### src/rtl/flim_pkg.sv
`default_nettype none
// ----------------------------------------------------------------------------
// flim_pkg
// Shared types, register map and constants of the fabric link error
// isolation monitor.
// ----------------------------------------------------------------------------
package flim_pkg;

    localparam int LANE_COUNT_DEF = 256;

    localparam int CFG_ADDR_W = 5;
    localparam int CFG_DATA_W = 32;
    localparam int IN_DATA_W  = 336;
    localparam int IN_USER_W  = 1;
    localparam int OUT_DATA_W = 48;

    // register indexes (byte address is 4 * index)
    localparam logic [2:0] REG_CRC_ISOLATE  = 3'd0;
    localparam logic [2:0] REG_CRC_RECOVER  = 3'd1;
    localparam logic [2:0] REG_FEC_ISOLATE  = 3'd2;
    localparam logic [2:0] REG_FEC_RECOVER  = 3'd3;
    localparam logic [2:0] REG_RATE_CRC     = 3'd4;
    localparam logic [2:0] REG_RATE_RX      = 3'd5;
    localparam logic [2:0] REG_SKIP_POLLS   = 3'd6;

    localparam logic [7:0]  CRC_ISOLATE_DEF = 8'd1;
    localparam logic [7:0]  CRC_RECOVER_DEF = 8'd8;
    localparam logic [7:0]  FEC_ISOLATE_DEF = 8'd2;
    localparam logic [7:0]  FEC_RECOVER_DEF = 8'd8;
    localparam logic [31:0] RATE_CRC_DEF    = 32'd1;
    localparam logic [31:0] RATE_RX_DEF     = 32'd61035156;
    localparam logic [7:0]  SKIP_POLLS_DEF  = 8'd20;
    localparam logic [7:0]  TEST_SKIP_LIMIT = 8'd2;

    localparam logic [1:0] EV_NONE    = 2'd0;
    localparam logic [1:0] EV_ISOLATE = 2'd1;
    localparam logic [1:0] EV_RECOVER = 2'd2;

    typedef enum logic [2:0] {
        ST_IDLE,
        ST_READ,
        ST_MUL_LO,
        ST_MUL_HI,
        ST_SUM,
        ST_CMP,
        ST_UPDATE
    } state_t;

    typedef struct packed {
        logic capture;
        logic load_rec;
        logic mul_lo;
        logic mul_hi;
        logic sum;
        logic cmp;
        logic update;
    } cmd_t;

    typedef struct packed {
        logic out_free;
    } status_t;

    typedef struct packed {
        logic [7:0]  crc_isolate;
        logic [7:0]  crc_recover;
        logic [7:0]  fec_isolate;
        logic [7:0]  fec_recover;
        logic [31:0] rate_crc;
        logic [31:0] rate_rx;
        logic [7:0]  skip_polls;
    } cfg_t;

    // input item, lowest field in the lowest bits
    typedef struct packed {
        logic [63:0] test_fec_errors;
        logic [63:0] inj_crc_errors;
        logic        link_up;
        logic [63:0] fec_uncorrectable;
        logic [63:0] crc_error_cells;
        logic [63:0] rx_cell_count;
        logic [7:0]  lane;
    } in_t;

    typedef struct packed {
        logic        rate_exceeded;
        logic [7:0]  fec_clean_polls;
        logic [7:0]  fec_error_polls;
        logic [7:0]  crc_clean_polls;
        logic [7:0]  crc_error_polls;
        logic [1:0]  isolation_event;
        logic        isolated;
        logic [7:0]  lane_out;
    } out_t;

    // per-lane record held in the lane memory
    typedef struct packed {
        logic        isolated;
        logic [7:0]  crc_skip;
        logic [7:0]  fec_skip;
        logic [7:0]  crc_bad;
        logic [7:0]  crc_good;
        logic [7:0]  fec_bad;
        logic [7:0]  fec_good;
        logic [63:0] last_rx;
        logic [63:0] last_crc;
        logic [63:0] last_fec;
    } rec_t;

endpackage
`default_nettype wire

### src/rtl/flim_cfg.sv
`default_nettype none
// ----------------------------------------------------------------------------
// flim_cfg
// APB register file holding the thresholds, rate limit and skip count.
// ----------------------------------------------------------------------------
module flim_cfg
    import flim_pkg::*;
(
    input  wire logic                  clk,
    input  wire logic                  rst_n,
    input  wire logic                  psel,
    input  wire logic                  penable,
    input  wire logic                  pwrite,
    input  wire logic [CFG_ADDR_W-1:0] paddr,
    input  wire logic [CFG_DATA_W-1:0] pwdata,
    output logic      [CFG_DATA_W-1:0] prdata,
    output logic                       pready,
    output cfg_t                       cfg
);

    cfg_t       cfg_reg;
    logic       wr_en;
    logic [2:0] reg_idx;

    assign pready  = 1'b1;
    assign wr_en   = psel && penable && pwrite && pready;
    assign reg_idx = paddr[4:2];
    assign cfg     = cfg_reg;

    always_ff @(posedge clk or negedge rst_n)
    begin
        if (!rst_n)
        begin
            cfg_reg.crc_isolate <= CRC_ISOLATE_DEF;
            cfg_reg.crc_recover <= CRC_RECOVER_DEF;
            cfg_reg.fec_isolate <= FEC_ISOLATE_DEF;
            cfg_reg.fec_recover <= FEC_RECOVER_DEF;
            cfg_reg.rate_crc    <= RATE_CRC_DEF;
            cfg_reg.rate_rx     <= RATE_RX_DEF;
            cfg_reg.skip_polls  <= SKIP_POLLS_DEF;
        end
        else if (wr_en)
        begin
            case (reg_idx)
                REG_CRC_ISOLATE: cfg_reg.crc_isolate <= pwdata[7:0];
                REG_CRC_RECOVER: cfg_reg.crc_recover <= pwdata[7:0];
                REG_FEC_ISOLATE: cfg_reg.fec_isolate <= pwdata[7:0];
                REG_FEC_RECOVER: cfg_reg.fec_recover <= pwdata[7:0];
                REG_RATE_CRC:    cfg_reg.rate_crc    <= pwdata;
                REG_RATE_RX:     cfg_reg.rate_rx     <= pwdata;
                REG_SKIP_POLLS:  cfg_reg.skip_polls  <= pwdata[7:0];
                default:         ;
            endcase
        end
    end

    always_comb
    begin
        case (reg_idx)
            REG_CRC_ISOLATE: prdata = {24'd0, cfg_reg.crc_isolate};
            REG_CRC_RECOVER: prdata = {24'd0, cfg_reg.crc_recover};
            REG_FEC_ISOLATE: prdata = {24'd0, cfg_reg.fec_isolate};
            REG_FEC_RECOVER: prdata = {24'd0, cfg_reg.fec_recover};
            REG_RATE_CRC:    prdata = cfg_reg.rate_crc;
            REG_RATE_RX:     prdata = cfg_reg.rate_rx;
            REG_SKIP_POLLS:  prdata = {24'd0, cfg_reg.skip_polls};
            default:         prdata = '0;
        endcase
    end

endmodule
`default_nettype wire

### config.mk
export PLATFORM = sky130hd
export DESIGN_NAME = flim_cfg
export DESIGN_NICKNAME = d
export VERILOG_FILES = /design/src/rtl/flim_pkg.sv /design/src/rtl/flim_cfg.sv
export SDC_FILE = /design/constraint.sdc
export NUM_CORES = 1
export LEC_CHECK = 0
export BUFFER_PORTS_ARGS = -buffer_cell sky130_fd_sc_hd__buf_4
export CORE_MARGIN = 2
export CORE_UTILIZATION = 53
export CTS_CLUSTER_SIZE = 16
export DETAILED_ROUTE_END_ITERATION = 10
export PLACE_DENSITY = 0.9
export SLEW_MARGIN = 20
export SYNTH_ARGS = -nofsm -noshare
export SYNTH_HDL_FRONTEND = slang
export SYNTH_SLANG_ARGS = --single-unit
### constraint.sdc
create_clock -name clk -period 1.9 [get_ports clk]
set_clock_uncertainty 0.05 [all_clocks]
set_input_delay 0.19 -clock clk [delete_from_list [all_inputs] [get_ports clk]]
set_output_delay 0.19 -clock clk [all_outputs]
set_load 0.005 [all_outputs]
* After elaboration in Yosys (flattened, before gate mapping) *
Index checks and enable logic that the tools add are counted.

storage, ports and cells
  output and inout bits = 137
  memories kept = 0
  bits in latches = 0
  ROM bits = 0
  bits in writable memories = 0
  bits in registers = 104
  logic and storage cells = 24

cells by class
  magnitude comparators = 0
  mux-type cells = 1
  $add $sub $neg = 0
  shift operators = 0
  bitwise operators = 0
  divide/modulo/power cells = 0
  reduce and logical (&&, ||, !) cells = 10
  multiply operators = 0
  equal/unequal tests = 6

operators with widths
  kind                                                                   number
  32-bit one-hot mux with 7 select lines                                 1
  2-bit AND reduction                                                    7
  3-bit equality test, second input constant                             3
  3-bit by 2-bit equality test with 1-bit output, second input constant  2
  3-bit by 1-bit equality test with 1-bit output, second input constant  1
  3-bit logical NOT                                                      1
  1-bit logical AND                                                      2

* Longest topological paths before layout *
  depth after elaboration = 3
  mapped depth = 5
  depth with buffers taken out = 3

* Worst setup path before layout *
Ideal clock, no wire load.

  path type = input to register
  from = in paddr[2]
  to = reg cfg_reg, in the netlist cfg[0]
  slack = 0.538 ns
  stages = 4
  arrival time = 1.187 ns
  library setup time = 0.125 ns
  data required time = 1.725 ns
  cells stage by stage = buf_6 nand4b_4 nor2_2 mux2_2

on the way
  word-level cells in the longest chain between the ends = 2

ends and longest elaborated chain
  item                                  RTL line        text
  start: declaration                    flim_cfg.sv:14  input wire logic [CFG_ADDR_W-1:0] paddr,
  3-bit equality test                   flim_cfg.sv:44  case (reg_idx)
  2-bit AND reduction (no source line)  -
  end: declaration                      flim_cfg.sv:21  cfg_t cfg_reg;

No other way between the ends.
A chain may end at the register's enable or synchronous reset.

* Worst setup path after layout *
  from = reg cfg_reg, in the netlist cfg[2]
  to = out prdata[2]

on the way
  word-level cells in the longest chain between the ends = 1

ends and longest elaborated chain
  item                                    RTL line        text
  32-bit one-hot mux with 7 select lines  flim_cfg.sv:59  case (reg_idx)
  end: declaration                        flim_cfg.sv:16  output logic [CFG_DATA_W-1:0] prdata,

No other way between the ends.

==> metrics.csv <==
stage;metric;value;unit
logic_synthesis;yosysSeqAreaShare;0.5401;
sta;period_needed;1766;ps
placed_design;gp_congestion;0.7923;
logic_synthesis;syn_inst;346;
worst_setup_path;r2r_start;cfg[90]$_DFFE_PN0P_;
power;power.switching;1.741;mW
power;power_frac_clock;0.220;
sta;worstMarginPinSlew;680.7;ps
sta;setup-tns-final;0;ps
worst_setup_path;crit_cells;4;
global_route;antenna_found_initial;0;
floorplanning;initial_core_util;0.5521;
clocking;cts_tree;built;
logic_synthesis;yosysTopAreaCellShare;0.4375;
clocking;clk_pin_slew;100;ps
sta;slew_viol_final;0;
clocking;cts.sinks;104;
clocking;h-tree-depth;3;
global_route;grt_usage;0.2605;
drt;drt_pre_antenna_iters;4;
drt;ant_nets;0;
worst_setup_path;crit_start;cfg[2]$_DFFE_PN1P_;
worst_setup_path;crit_chain;a21boi_0 -> a211o_1 -> o211ai_1 -> buf_4;
sta;fmax;0.5662;GHz
logic_synthesis;postSynthAreaPerCell;14.05;um^2
floorplanning;core;8806;um^2
sta;hold_slack;18.68;ps
power;cellPowerDensity;939.7;nW/um^2
floorplanning;row_count;34;
clocking;worstSkewPairLatency;340;ps
worst_setup_path;critPathCaptureType;output pin;
layout;regArea;2626;um^2
power;ir_worst_vdd;0.4952;mV
run_status;status;finished clean;
worst_setup_path;r2r_end;cfg[90]$_DFFE_PN0P_;
worst_setup_path;crit_path_max_fanout;3;
logic_synthesis;synth_cell_types;31;
flow_run;max_cap_violations;0;
global_route;grt_overflow;0;
worst_setup_path;path_buf_inv;1;
drt;wirelength;12.82;mm
logic_synthesis;synth.area.top_cells;dfrtp_1 (44%), mux2_2 (23%), dfstp_2 (10%);
power;p_seq_frac;0.502;
worst_setup_path;critical_path.top_delay_family;flip-flops;
drt;drtIter0Drc;107;
clocking;cts_buffers;9;
power;power_leakage;3.203;nW
drt;dr_total_vias;3611;
layout;largest_register_ffs;104;
clocking;root_buffer;clkbuf_8;
logic_synthesis;yosysWarnings;0;
power;sw_frac_of_total;0.2835;
layout;multiInputGateArea;2101;um^2
placed_design;dp.final_hpwl;9.118;mm
global_route;grt_pass1_wl;20.19;mm
logic_synthesis;synth_top_area_cell;dfrtp_1;
worst_setup_path;slowest_delay;560;ps
worst_setup_path;cp.arrival;1530;ps
sta;fin_crit_sh;0.9296;
sta;setup-violations-final;0;
worst_setup_path;worstSetupPathType;reg2out;
power;p_comb_frac;0.278;
drt;wl_per_cell;20.06;um
drt;via_per_inst;5.651;
global_route;grt_max_degree;50;
floorplanning;ios;179;
global_route;grt_pass1_vias;3793;
worst_setup_path;reg2reg_depth;1;
logic_synthesis;syn-num-nets;388;
hold_path;hp-class;in2reg;
worst_setup_path;cp-start-kind;flip-flop;
logic_synthesis;synth-seq-cells;104;
layout;layout.nets;568;
layout;final_core_util;0.7421;
placed_design;numPortBuffers;175;
layout;num_antenna_cells;0;
worst_setup_path;crit_slowest_cell;dfstp_2;
drt;drc_errors;0;
layout;area_delta_synth_final;34.41;%
layout;fill_cells;574;
worst_setup_path;endpoint;prdata[2];
worst_setup_path;required;1660;ps
power;p_int;4.400;mW
floorplanning;die_y;99.78;um
floorplanning;die_w;99.78;um
floorplanning;die-area;9956;um^2
sta;hold_viol_final;0;
clocking;ctsResizeCount;0;
worst_setup_path;reg2reg_slack;1020;ps
layout;drive_gt1_frac;0.6271;
logic_synthesis;syn_area;4862;um^2
clocking;cts.path.max_buffers;2;
sta;relSlewSlack;0.5445;
sta;rsz0062_at_grt;no;
power groups by stage:
stage	combinational, mW	clock (mW)	sequential, mW
finish	1.71	1.35	3.08
global route	1.84	1.48	3.15
CTS	1.72	1.36	3.08
detailed placement	1.72	0	3.11
global placement	1.66	0	3.07
floorplan	0.649	0	3.07
kinds of logic (layout without fill, tap and decap cells):
| family | after synthesis | in the layout | synth area share |
|---|---|---|---|
| other | 1 | 1 | 0.0007713 |
| multiplexers | 142 | 142 | 0.3191 |
| AO/OA/AOI/OAI | 32 | 32 | 0.05198 |
| flip-flops | 104 | 104 | 0.5401 |
| buffers and inverters | 23 | 208 | 0.02779 |
| AND/OR/NAND/NOR | 44 | 44 | 0.06022 |
layout make-up:
class                      instances  area share
clock inverter                     5    0.008999
inverter                           1   0.0005744
multi-input combinational        219      0.3215
clock buffer                      11     0.02010
sequential                       104      0.4019
tap                              108     0.02068
timing repair buffer             191      0.2263
worst min path at each step:
stage,from,end,cells past startpoint
2_1_floorplan,rst_n,cfg[0]$_DFFE_PN0P_,0
3_3_place_gp,rst_n,cfg[79]$_DFFE_PN0P_,1
3_5_place_dp,rst_n,cfg[79]$_DFFE_PN0P_,1
4_1_cts,pwdata[12],cfg[52]$_DFFE_PN0P_,2
5_1_grt,pwdata[12],cfg[52]$_DFFE_PN0P_,2
6_report,pwdata[12],cfg[52]$_DFFE_PN0P_,2
Yosys cell counts:
library cell and instances:
and3b_1 1, conb_1 1, mux2_1 3, and4b_1 2
o21a_1 2, nor2_1 25, dfstp_2 19, a32oi_1 6
buf_4 9, clkbuf_1 6, inv_1 1, nor3b_1 1
nor2_4 2, buf_6 1, a22oi_1 2, buf_2 6
a21boi_0 6, nand3b_1 2, nand4b_4 1, a31oi_1 2
dfrtp_1 85, nand2_1 1, nand4_2 1, mux2i_1 38
mux2_2 101, nand2b_4 2, nor3_4 2, nor2b_1 1
o211ai_1 8, a211o_1 6, nor2_2 3
per-layer routing:
layer  vias to the layer above  GRT usage  part of all wire
li1                       1621          -                 -
met3                        19    0.06825             0.068
met1                      1827     0.3449              0.43
met4                         0    0.06849             0.015
met2                       144     0.4314              0.49
met5                         -          0                 0
placed cells by master, fill, tap and decap left out, types with 2 or more instances in the layout:
cell type,instances
dfstp_2,19
a21boi_0,6
clkbuf_1,2
nor3_4,2
clkinvlp_4,2
nor2_1,25
nand2b_4,2
o211ai_1,8
and4b_1,2
nand3b_1,2
clkbuf_8,9
a22oi_1,2
buf_4,185
dlygate4sd3_1,3
mux2i_1,38
a31oi_1,2
a32oi_1,6
a211o_1,6
mux2_1,3
nor2_4,2
nor2_2,3
buf_12,3
o21a_1,2
mux2_2,101
dfrtp_1,85
metrics by stage:
stage	power [mW]	setup slack, ps	std cells	instance area [um^2]
after floorplan	3.715	538.0	346	4862
after global placement	4.731	254.1	620	6315
after detailed placement	4.830	226.3	620	6315
after CTS	6.161	117.8	637	6515
after global routing	6.466	39.60	639	6535
final	6.141	133.7	639	6535
what timing repair did:
item	in CTS	in global routing
endpoints found under the setup margin	0	0
hold buffers	1	2
buffers inserted	0	0
endpoints found under the hold margin	26	2
No activity file was read; power rests on OpenSTA's default activity.
