$ cat config.mk
export PLATFORM = sky130hd
export DESIGN_NAME = flim_ctrl
export DESIGN_NICKNAME = d
export VERILOG_FILES = /design/src/rtl/flim_pkg.sv /design/src/rtl/flim_ctrl.sv
export SDC_FILE = /design/constraint.sdc
export NUM_CORES = 1
export LEC_CHECK = 0
export BUFFER_PORTS_ARGS = -buffer_cell sky130_fd_sc_hd__buf_2
export CAP_MARGIN = 20
export CORE_AREA = 2 2 39 41
export CTS_CLUSTER_SIZE = 20
export DETAILED_ROUTE_END_ITERATION = 16
export DIE_AREA = 0 0 41 43
export GPL_ROUTABILITY_DRIVEN = 0
export SLEW_MARGIN = 20
export SYNTH_ARGS = -nofsm -noshare
export SYNTH_HDL_FRONTEND = slang
export SYNTH_SLANG_ARGS = --single-unit
$ cat constraint.sdc
create_clock -name clk -period 0.9 [get_ports clk]
set_input_delay 0 -clock clk [delete_from_list [all_inputs] [get_ports clk]]
set_output_delay 0 -clock clk [all_outputs]
set_load 0.01 [all_outputs]
$ cat src/rtl/flim_pkg.sv
`default_nettype none
// ----------------------------------------------------------------------------
// flim_pkg
// Shared types, register map and constants of the fabric link error
// isolation monitor.
// ----------------------------------------------------------------------------
package flim_pkg;

    localparam int LANE_COUNT_DEF = 256;

    localparam int CFG_ADDR_W = 5;
    localparam int CFG_DATA_W = 32;
    localparam int IN_DATA_W  = 336;
    localparam int IN_USER_W  = 1;
    localparam int OUT_DATA_W = 48;

    // register indexes (byte address is 4 * index)
    localparam logic [2:0] REG_CRC_ISOLATE  = 3'd0;
    localparam logic [2:0] REG_CRC_RECOVER  = 3'd1;
    localparam logic [2:0] REG_FEC_ISOLATE  = 3'd2;
    localparam logic [2:0] REG_FEC_RECOVER  = 3'd3;
    localparam logic [2:0] REG_RATE_CRC     = 3'd4;
    localparam logic [2:0] REG_RATE_RX      = 3'd5;
    localparam logic [2:0] REG_SKIP_POLLS   = 3'd6;

    localparam logic [7:0]  CRC_ISOLATE_DEF = 8'd1;
    localparam logic [7:0]  CRC_RECOVER_DEF = 8'd8;
    localparam logic [7:0]  FEC_ISOLATE_DEF = 8'd2;
    localparam logic [7:0]  FEC_RECOVER_DEF = 8'd8;
    localparam logic [31:0] RATE_CRC_DEF    = 32'd1;
    localparam logic [31:0] RATE_RX_DEF     = 32'd61035156;
    localparam logic [7:0]  SKIP_POLLS_DEF  = 8'd20;
    localparam logic [7:0]  TEST_SKIP_LIMIT = 8'd2;

    localparam logic [1:0] EV_NONE    = 2'd0;
    localparam logic [1:0] EV_ISOLATE = 2'd1;
    localparam logic [1:0] EV_RECOVER = 2'd2;

    typedef enum logic [2:0] {
        ST_IDLE,
        ST_READ,
        ST_MUL_LO,
        ST_MUL_HI,
        ST_SUM,
        ST_CMP,
        ST_UPDATE
    } state_t;

    typedef struct packed {
        logic capture;
        logic load_rec;
        logic mul_lo;
        logic mul_hi;
        logic sum;
        logic cmp;
        logic update;
    } cmd_t;

    typedef struct packed {
        logic out_free;
    } status_t;

    typedef struct packed {
        logic [7:0]  crc_isolate;
        logic [7:0]  crc_recover;
        logic [7:0]  fec_isolate;
        logic [7:0]  fec_recover;
        logic [31:0] rate_crc;
        logic [31:0] rate_rx;
        logic [7:0]  skip_polls;
    } cfg_t;

    // input item, lowest field in the lowest bits
    typedef struct packed {
        logic [63:0] test_fec_errors;
        logic [63:0] inj_crc_errors;
        logic        link_up;
        logic [63:0] fec_uncorrectable;
        logic [63:0] crc_error_cells;
        logic [63:0] rx_cell_count;
        logic [7:0]  lane;
    } in_t;

    typedef struct packed {
        logic        rate_exceeded;
        logic [7:0]  fec_clean_polls;
        logic [7:0]  fec_error_polls;
        logic [7:0]  crc_clean_polls;
        logic [7:0]  crc_error_polls;
        logic [1:0]  isolation_event;
        logic        isolated;
        logic [7:0]  lane_out;
    } out_t;

    // per-lane record held in the lane memory
    typedef struct packed {
        logic        isolated;
        logic [7:0]  crc_skip;
        logic [7:0]  fec_skip;
        logic [7:0]  crc_bad;
        logic [7:0]  crc_good;
        logic [7:0]  fec_bad;
        logic [7:0]  fec_good;
        logic [63:0] last_rx;
        logic [63:0] last_crc;
        logic [63:0] last_fec;
    } rec_t;

endpackage
`default_nettype wire

$ cat src/rtl/flim_ctrl.sv
`default_nettype none
// ----------------------------------------------------------------------------
// flim_ctrl
// Sequencer for one poll: record read, split multiply, compare, write back.
// ----------------------------------------------------------------------------
module flim_ctrl
    import flim_pkg::*;
(
    input  wire logic    clk,
    input  wire logic    rst_n,
    input  wire logic    s_tvalid,
    output logic         s_tready,
    input  wire status_t status,
    output cmd_t         cmd
);

    state_t state_reg;
    state_t state_next;
    logic   s_fire;

    assign s_fire = s_tvalid && s_tready;

    always_ff @(posedge clk or negedge rst_n)
    begin
        if (!rst_n)
        begin
            state_reg <= ST_IDLE;
        end
        else
        begin
            state_reg <= state_next;
        end
    end

    always_comb
    begin
        state_next = state_reg;
        case (state_reg)
            ST_IDLE:
            begin
                if (s_fire)
                begin
                    state_next = ST_READ;
                end
            end
            ST_READ:   state_next = ST_MUL_LO;
            ST_MUL_LO: state_next = ST_MUL_HI;
            ST_MUL_HI: state_next = ST_SUM;
            ST_SUM:    state_next = ST_CMP;
            ST_CMP:    state_next = ST_UPDATE;
            ST_UPDATE:
            begin
                // hold until the result register can take the transaction
                if (status.out_free)
                begin
                    state_next = ST_IDLE;
                end
            end
            default:   state_next = ST_IDLE;
        endcase
    end

    always_comb
    begin
        cmd      = '0;
        s_tready = 1'b0;
        case (state_reg)
            ST_IDLE:
            begin
                s_tready    = 1'b1;
                cmd.capture = s_tvalid;
            end
            ST_READ:   cmd.load_rec = 1'b1;
            ST_MUL_LO: cmd.mul_lo   = 1'b1;
            ST_MUL_HI: cmd.mul_hi   = 1'b1;
            ST_SUM:    cmd.sum      = 1'b1;
            ST_CMP:    cmd.cmp      = 1'b1;
            ST_UPDATE: cmd.update   = status.out_free;
            default:   ;
        endcase
    end

`ifndef SYNTHESIS
    a_accept_reads: assert property (@(posedge clk) disable iff (!rst_n)
        s_fire |=> state_reg == ST_READ)
        else $error("accepted poll did not start a record read");

    a_update_waits: assert property (@(posedge clk) disable iff (!rst_n)
        state_reg == ST_UPDATE && !status.out_free |=> state_reg == ST_UPDATE)
        else $error("update left while result register was full");

    a_one_command: assert property (@(posedge clk) disable iff (!rst_n)
        $onehot0(cmd))
        else $error("more than one datapath command in a cycle");
`endif

endmodule
`default_nettype wire

# After elaboration in Yosys (flattened, before gate mapping)
# Index checks and enable logic that the tools add are counted.
dict set report word_totals {
  regBits 3
  output_inout_bits 8
  n_memories 0
  in_bits 4
  ramBits 0
  latch_bits 0
  romBits 0
}
dict set report classes {
  n_lt_le_gt_ge 0
  n_reduce_logical 3
  n_eq_ne 8
  n_mux 11
  n_mul 0
  div_mod_pow 0
  bitwise 0
  n_addsub 0
  n_shift 0
}
# operator count
set op_table {}
lappend op_table {{one-hot mux 3 bit (7 select lines)} 1}
lappend op_table {{== test 3 bit (second input constant)} 3}
lappend op_table {{two-way mux 1 bit} 8}
lappend op_table {{== test 3 x 2 -> 1 bit (second input constant)} 2}
lappend op_table {{two-way mux 3 bit} 2}
lappend op_table {{!= test 2 bit (second input constant)} 2}
lappend op_table {{== test 3 x 1 -> 1 bit (second input constant)} 1}
lappend op_table {{logical NOT 3 bit} 1}
lappend op_table {{AND reduction 2 bit} 1}
lappend op_table {{logical AND 1 bit} 1}

# Depth between registers and ports, before layout
# Gate-level depths: netlist (run 1).
dict set report depth {
  depth_word 5
  mapped_depth 4
  depth_no_buf 2
}

# Least setup slack after synthesis (run 1)
# OpenSTA, ideal clock, no wires.
dict set report synth_timing {
  kind {register -> output}
  start {register state_reg[1]}
  end {output cmd[6] (netlist bit)}
  path_stages_with_launch 5
  arrival_time_ns 0.994
  slack_ns -0.094
  cell_sequence {dfrtp_1 > buf_6 > nor3_4 > and2_1 > buf_4}
}
# element line_no
set synth_rtl {}
lappend synth_rtl {{start: declaration} flim_ctrl.sv:17} ;# state_t state_reg;
lappend synth_rtl {{start signal: assignment} flim_ctrl.sv:31} ;# state_reg <= state_next;
lappend synth_rtl {{end: declaration} flim_ctrl.sv:14} ;# output cmd_t cmd

==> run metrics, run 1 <==
Max-slew headroom 0.865; worst slew pin tran 203 ps; worst hold path class in -> async; dominant cells by area after synthesis dfrtp_1 31%, buf_6 9.2%, nor3_4 6.7%; max-slew violations 0; worst reg2reg path depth 4; multiplexer area fraction after synthesis 0; share of layout cells above drive strength 1 0.796; Critical Path Fanout Max 6; Power Density around 4000 mW/mm^2; Max Root-Sink Buffers 2; initial core utilization 0.176; Synth Area in Simple Gates 0.395; final cell count without fillers 65; status complete, but fails checks; yosys warns 0; antenna fix cells 0; vias in the first global route between 200 and 250; drt pass-1 iters 4; #FFs+latches synth 3; ANT nets after route 0; drt wl/cell 11.6 um; CTS tree built; f_max approximately 0.87 GHz; Die Wd 41 um; Leakage Power 0.000233 uW; CP Capture Type output port; Remaining Overflow, GRT 0; adder-cell share of the synthesized area 0; DRC violations left 0; die area about 0.0018 sq mm; All-Layer GR Usage 0.101; Final #Nets 54; Avg Cell Area, Syn slightly below 10 sq um; initial antenna violation count 0; routed vias/inst 4.37; worst clock skew 0.710 ps; IO Pins 12; worst endpoint data arrival time 1150 ps; Routed WL 756 um; worst-skew pair later-pin latency 230 ps; CP Class reg -> out; peak supply drop 1.06 mV; Area Growth Syn to Fin 92.8%; post-synthesis compound-gate area fraction 0.144; H-tree levels 1; Netlist cell types 17; Fin. Hold Viols 0; final setup margin -247 ps; number of flip-flops in the largest register 3; first-pass GRT wire length 1060 um; Root Buffer clkbuf_4; DP Cell Count 51; Setup WS pre-CTS -91.1 ps; Primary FF master, synth dfrtp_1; CTS clk-pin slew, worst paths 40 ps; row count 14; post-synthesis xor/xnor area fraction 0; failing checks negative setup slack; count leader, synth dfrtp_1; asr flop ratio synth 1.00; Max-Cap Viols 0; core area 0.00138 sq mm; synthesized cell area around 240 sq um; RSZ-0062 raised after global routing yes; Post-synth EDFFs 0; leading area contributor after synthesis dfrtp_1; required time of the critical path 900 ps; crit start category register; CTS buffer count 3; Post-Syn Nets 29; clk sink count 3; largest family of logic cells by synthesized area simple AND/OR/NAND/NOR gates; chip height roughly 43 um; cells after synthesis 25; I/O Buffers 11; final worst path period share 1.27; fillers 153; Detailed Route Iter0 Violations 6; final setup vio count 11; pin count of the biggest net entering global routing 7; Synth top area share 0.308; post-synthesis sequential area ratio 0.308; crit path time final 1150 ps; via count 284
-- area by class of cell --
type	count	area, sq um	area share
timing repair buffer	24	178	0.378
clock buffer	4	26.3	0.0559
tap	16	20.0	0.0426
sequential	3	78.8	0.168
multi-input combinational	18	168	0.356
-- placed cells by master, fill, tap and decap left out --
| cell | Yosys | routed |
|---|---|---|
| o21ai_1 | 1 | 1 |
| nor2_2 | 0 | 1 |
| buf_4 | 2 | 6 |
| dlygate4sd3_1 | 0 | 1 |
| dfrtp_2 | 0 | 3 |
| a21oi_2 | 0 | 2 |
| and2_4 | 0 | 1 |
| o21a_1 | 1 | 1 |
| buf_2 | 0 | 11 |
| and3b_1 | 1 | 1 |
| clkbuf_1 | 0 | 1 |
| nor3_4 | 1 | 2 |
| nand2b_4 | 1 | 2 |
| nor3b_1 | 2 | 1 |
| buf_6 | 2 | 6 |
| nor3b_2 | 0 | 1 |
| a211oi_2 | 1 | 1 |
| and2b_1 | 1 | 1 |
| clkbuf_4 | 0 | 3 |
| nor2_1 | 2 | 1 |
| and2_1 | 2 | 1 |
| nand2_1 | 1 | 1 |
-- layer usage --
layer  GRT usage  part of all wire
met1       0.110              0.37
met5           0                 0
met3      0.0366             0.066
met2       0.119              0.54
met4       0.140             0.019
-- cells by family (layout without fill, tap and decap cells) --
group,count (synthesis),after routing
compound gates,5,5
buf+inv,4,28
flops,3,3
simple gates,13,13
-- critical path, cell delays in order (launching register included) --
cell,delay (ps)
dfrtp_2,450
nand2b_4,170
and2b_1,180
buf_2,120
-- power by group --
| part | internal, uW | switching [uW] |
|---|---|---|
| sequential | 220 | 183 |
| clock | 166 | 70.6 |
| combinational | 760 | 485 |
-- worst paths after layout --
kind,endpoint,slack [ps],startpoint
worst max register to register,state_reg[0],-170,state_reg[1]
min in group clk,state_reg[0],100,s_tvalid
worst min-delay path,state_reg[0],100,rst_n
worst min register to register,state_reg[0],630,state_reg[0]
worst max-delay path,cmd[0],-250,state_reg[0]
max in group asynchronous,state_reg[2],680,rst_n
-- metrics by stage --
| stage | total power (uW) | hold WS, ps | cell area (sq um) | TNS [ps] | util |
|---|---|---|---|---|---|
| 3_5_place_dp | 1040 | -203 | 304 | -499 | 0.220 |
| 5_1_grt | 2010 | 109 | 470 | -2530 | 0.340 |
| 4_1_cts | 1710 | 43.8 | 435 | -1950 | 0.315 |
| 3_3_place_gp | 1020 | -201 | 304 | -398 | 0.220 |
| 2_1_floorplan | 916 | -296 | 248 | -62.1 | - |
| 6_report | 1880 | 95.7 | 470 | -2030 | 0.340 |
-- repair_timing --
item | CTS | global route
gates resized for setup | 16 | 4
hold buffers | 1 | 0
setup endpoints to repair | 11 | 11
pin swaps | 3 | 3
setup buffers | 6 | 3
hold endpoints to repair | 3 | 0
Power figures use the tool's default switching activity.
==> inputs of run 2 (changes only) <==
==> constraint.sdc (replaced) <==
create_clock -name clk -period 1 [get_ports clk]
set_input_delay 0 -clock clk [delete_from_list [all_inputs] [get_ports clk]]
set_output_delay 0 -clock clk [all_outputs]
set_load 0.01 [all_outputs]
==> run 2 against run 1 <==
The flow still finishes with violations (negative setup slack). Cell count down 6.2%. Power down 26%. Setup slack better by 120 ps. Combinational power is 31% lower. Count of clock-buffer cells in the layout unchanged. Non-clock buffer count fell by 4. Via count decreased by 15%. Sequential cell count is the same. Critical path type unchanged. Largest power group unchanged. Highest routed layer is now met3.
==> run metrics, run 2 (synthesis results as in run 1) <==
status complete, but fails checks; failing checks negative setup slack; Area Growth Syn to Fin 64.6%; Leakage Power 0.000203 uW; RSZ-0062 raised after global routing yes; commonest non-fill, non-tap cell in the layout buf_2; worst-skew pair later-pin latency 230 ps; ANT nets after route 0; Max-slew headroom 0.852; max-slew violations 0; Multi-input gate area approximately 140 sq um; final worst path period share 1.13; core area 0.00138 sq mm; Routed WL roughly 600 um; initial core utilization 0.176; Die Wd 41 um; initial antenna violation count 0; DRC violations left 0; die area 0.00176 sq mm; fillers 150; final setup margin -132 ps; All-Layer GR Usage 0.0785; worst slew pin tran 220 ps; Placed Area 304 sq um; Remaining Overflow, GRT 0; IO Pins 12; Fin. Hold Viols 0; f_max 0.884 GHz; number of flip-flops in the largest register 3; Detailed Place HPWL 383 um; first-pass GRT wire length about 880 um; crit start category register; worst clock skew 3.21 ps; worst endpoint data arrival time 1130 ps; pin count of the biggest net entering global routing 9; share of layout cells above drive strength 1 0.667; CTS tree built; chip height 43 um; CP Capture Type output port; row count 14; routed vias/inst 3.95; commonest cells after routing, fill and taps aside 11 x buf_2, 5 x buf_4, 3 x clkbuf_4, 3 x buf_6; antenna fix cells 0; Power Density 3490 mW/mm^2; CTS buffer count 3; Setup WS pre-CTS around 7.7 ps; required time of the critical path 1000 ps; Max Root-Sink Buffers 2; CP Class reg -> out; final setup vio count 9; Root Buffer clkbuf_4; setup TNS -748 ps; clk sink count 3; design area 402 sq um; I/O Buffers 11; Critical Path Fanout Max 4; Min Hold Slack 58.6 ps; drt pass-1 iters 1; peak supply drop 0.817 mV; FF+latch area around 78 sq um; drt wl/cell between 9 and 10 um; H-tree levels 1; crit path time final 1130 ps; Final #Nets 50; CTS clk-pin slew, worst paths around 40 ps; worst hold path class in -> reg; Total Power 1400 uW; vias in the first global route 233; Detailed Route Iter0 Violations 0; via count 241; Max-Cap Viols 0
run 2: cell types whose count changed in the layout (fill, tap and decap cells not counted), sizes merged:
| cell | delta |
|---|---|
| buf | -4 |
run 2: metal layers:
metal  GRT usage  part of all wire
met1      0.0844              0.42
met2       0.106              0.53
met3      0.0471             0.050
met4      0.0600                 0
met5           0                 0
run 2: where the power goes:
group	internal, uW	switching [uW]
clock	150	62.7
sequential	194	144
combinational	511	339
run 2: timing repair:
action,CTS,global route
hold buffers,1,0
pin swaps,1,1
gates resized for setup,9,0
endpoints found under the hold margin,3,0
endpoints found under the setup margin,8,10
setup buffers,4,1
run 2: through the flow:
step / instances / utilization
floorplan: 25 / -
global placement: 51 / 0.220
detailed placement: 51 / 0.220
CTS: 60 / 0.285
global route: 61 / 0.290
finish: 61 / 0.290
run 2: path summary, 6_finish.rpt:
check | slack (ps) | cells past startpoint | end | from
setup / recovery | -130 | 4 | cmd[6] | state_reg[0]
hold / removal | 60 | 3 | state_reg[2] | status
setup reg to reg | -10 | 3 | state_reg[0] | state_reg[2]
hold reg to reg | 660 | 2 | state_reg[2] | state_reg[2]
max in group asynchronous | 790 | 2 | state_reg[1] | rst_n
min in group asynchronous | 90 | 2 | state_reg[0] | rst_n
run 2: critical path, stage by stage, from the launching register on:
cell and delay (ps):
dfrtp_1 410, buf_6 140, nor3_4 100, and2_1 130
buf_2 120
run 2: cell type report:
class / instances / area share
Timing Repair Buffer: 20 / 0.340
Tap cell: 16 / 0.0498
Sequential cell: 3 / 0.193
Clock buffer: 4 / 0.0654
Multi-Input combinational cell: 18 / 0.352
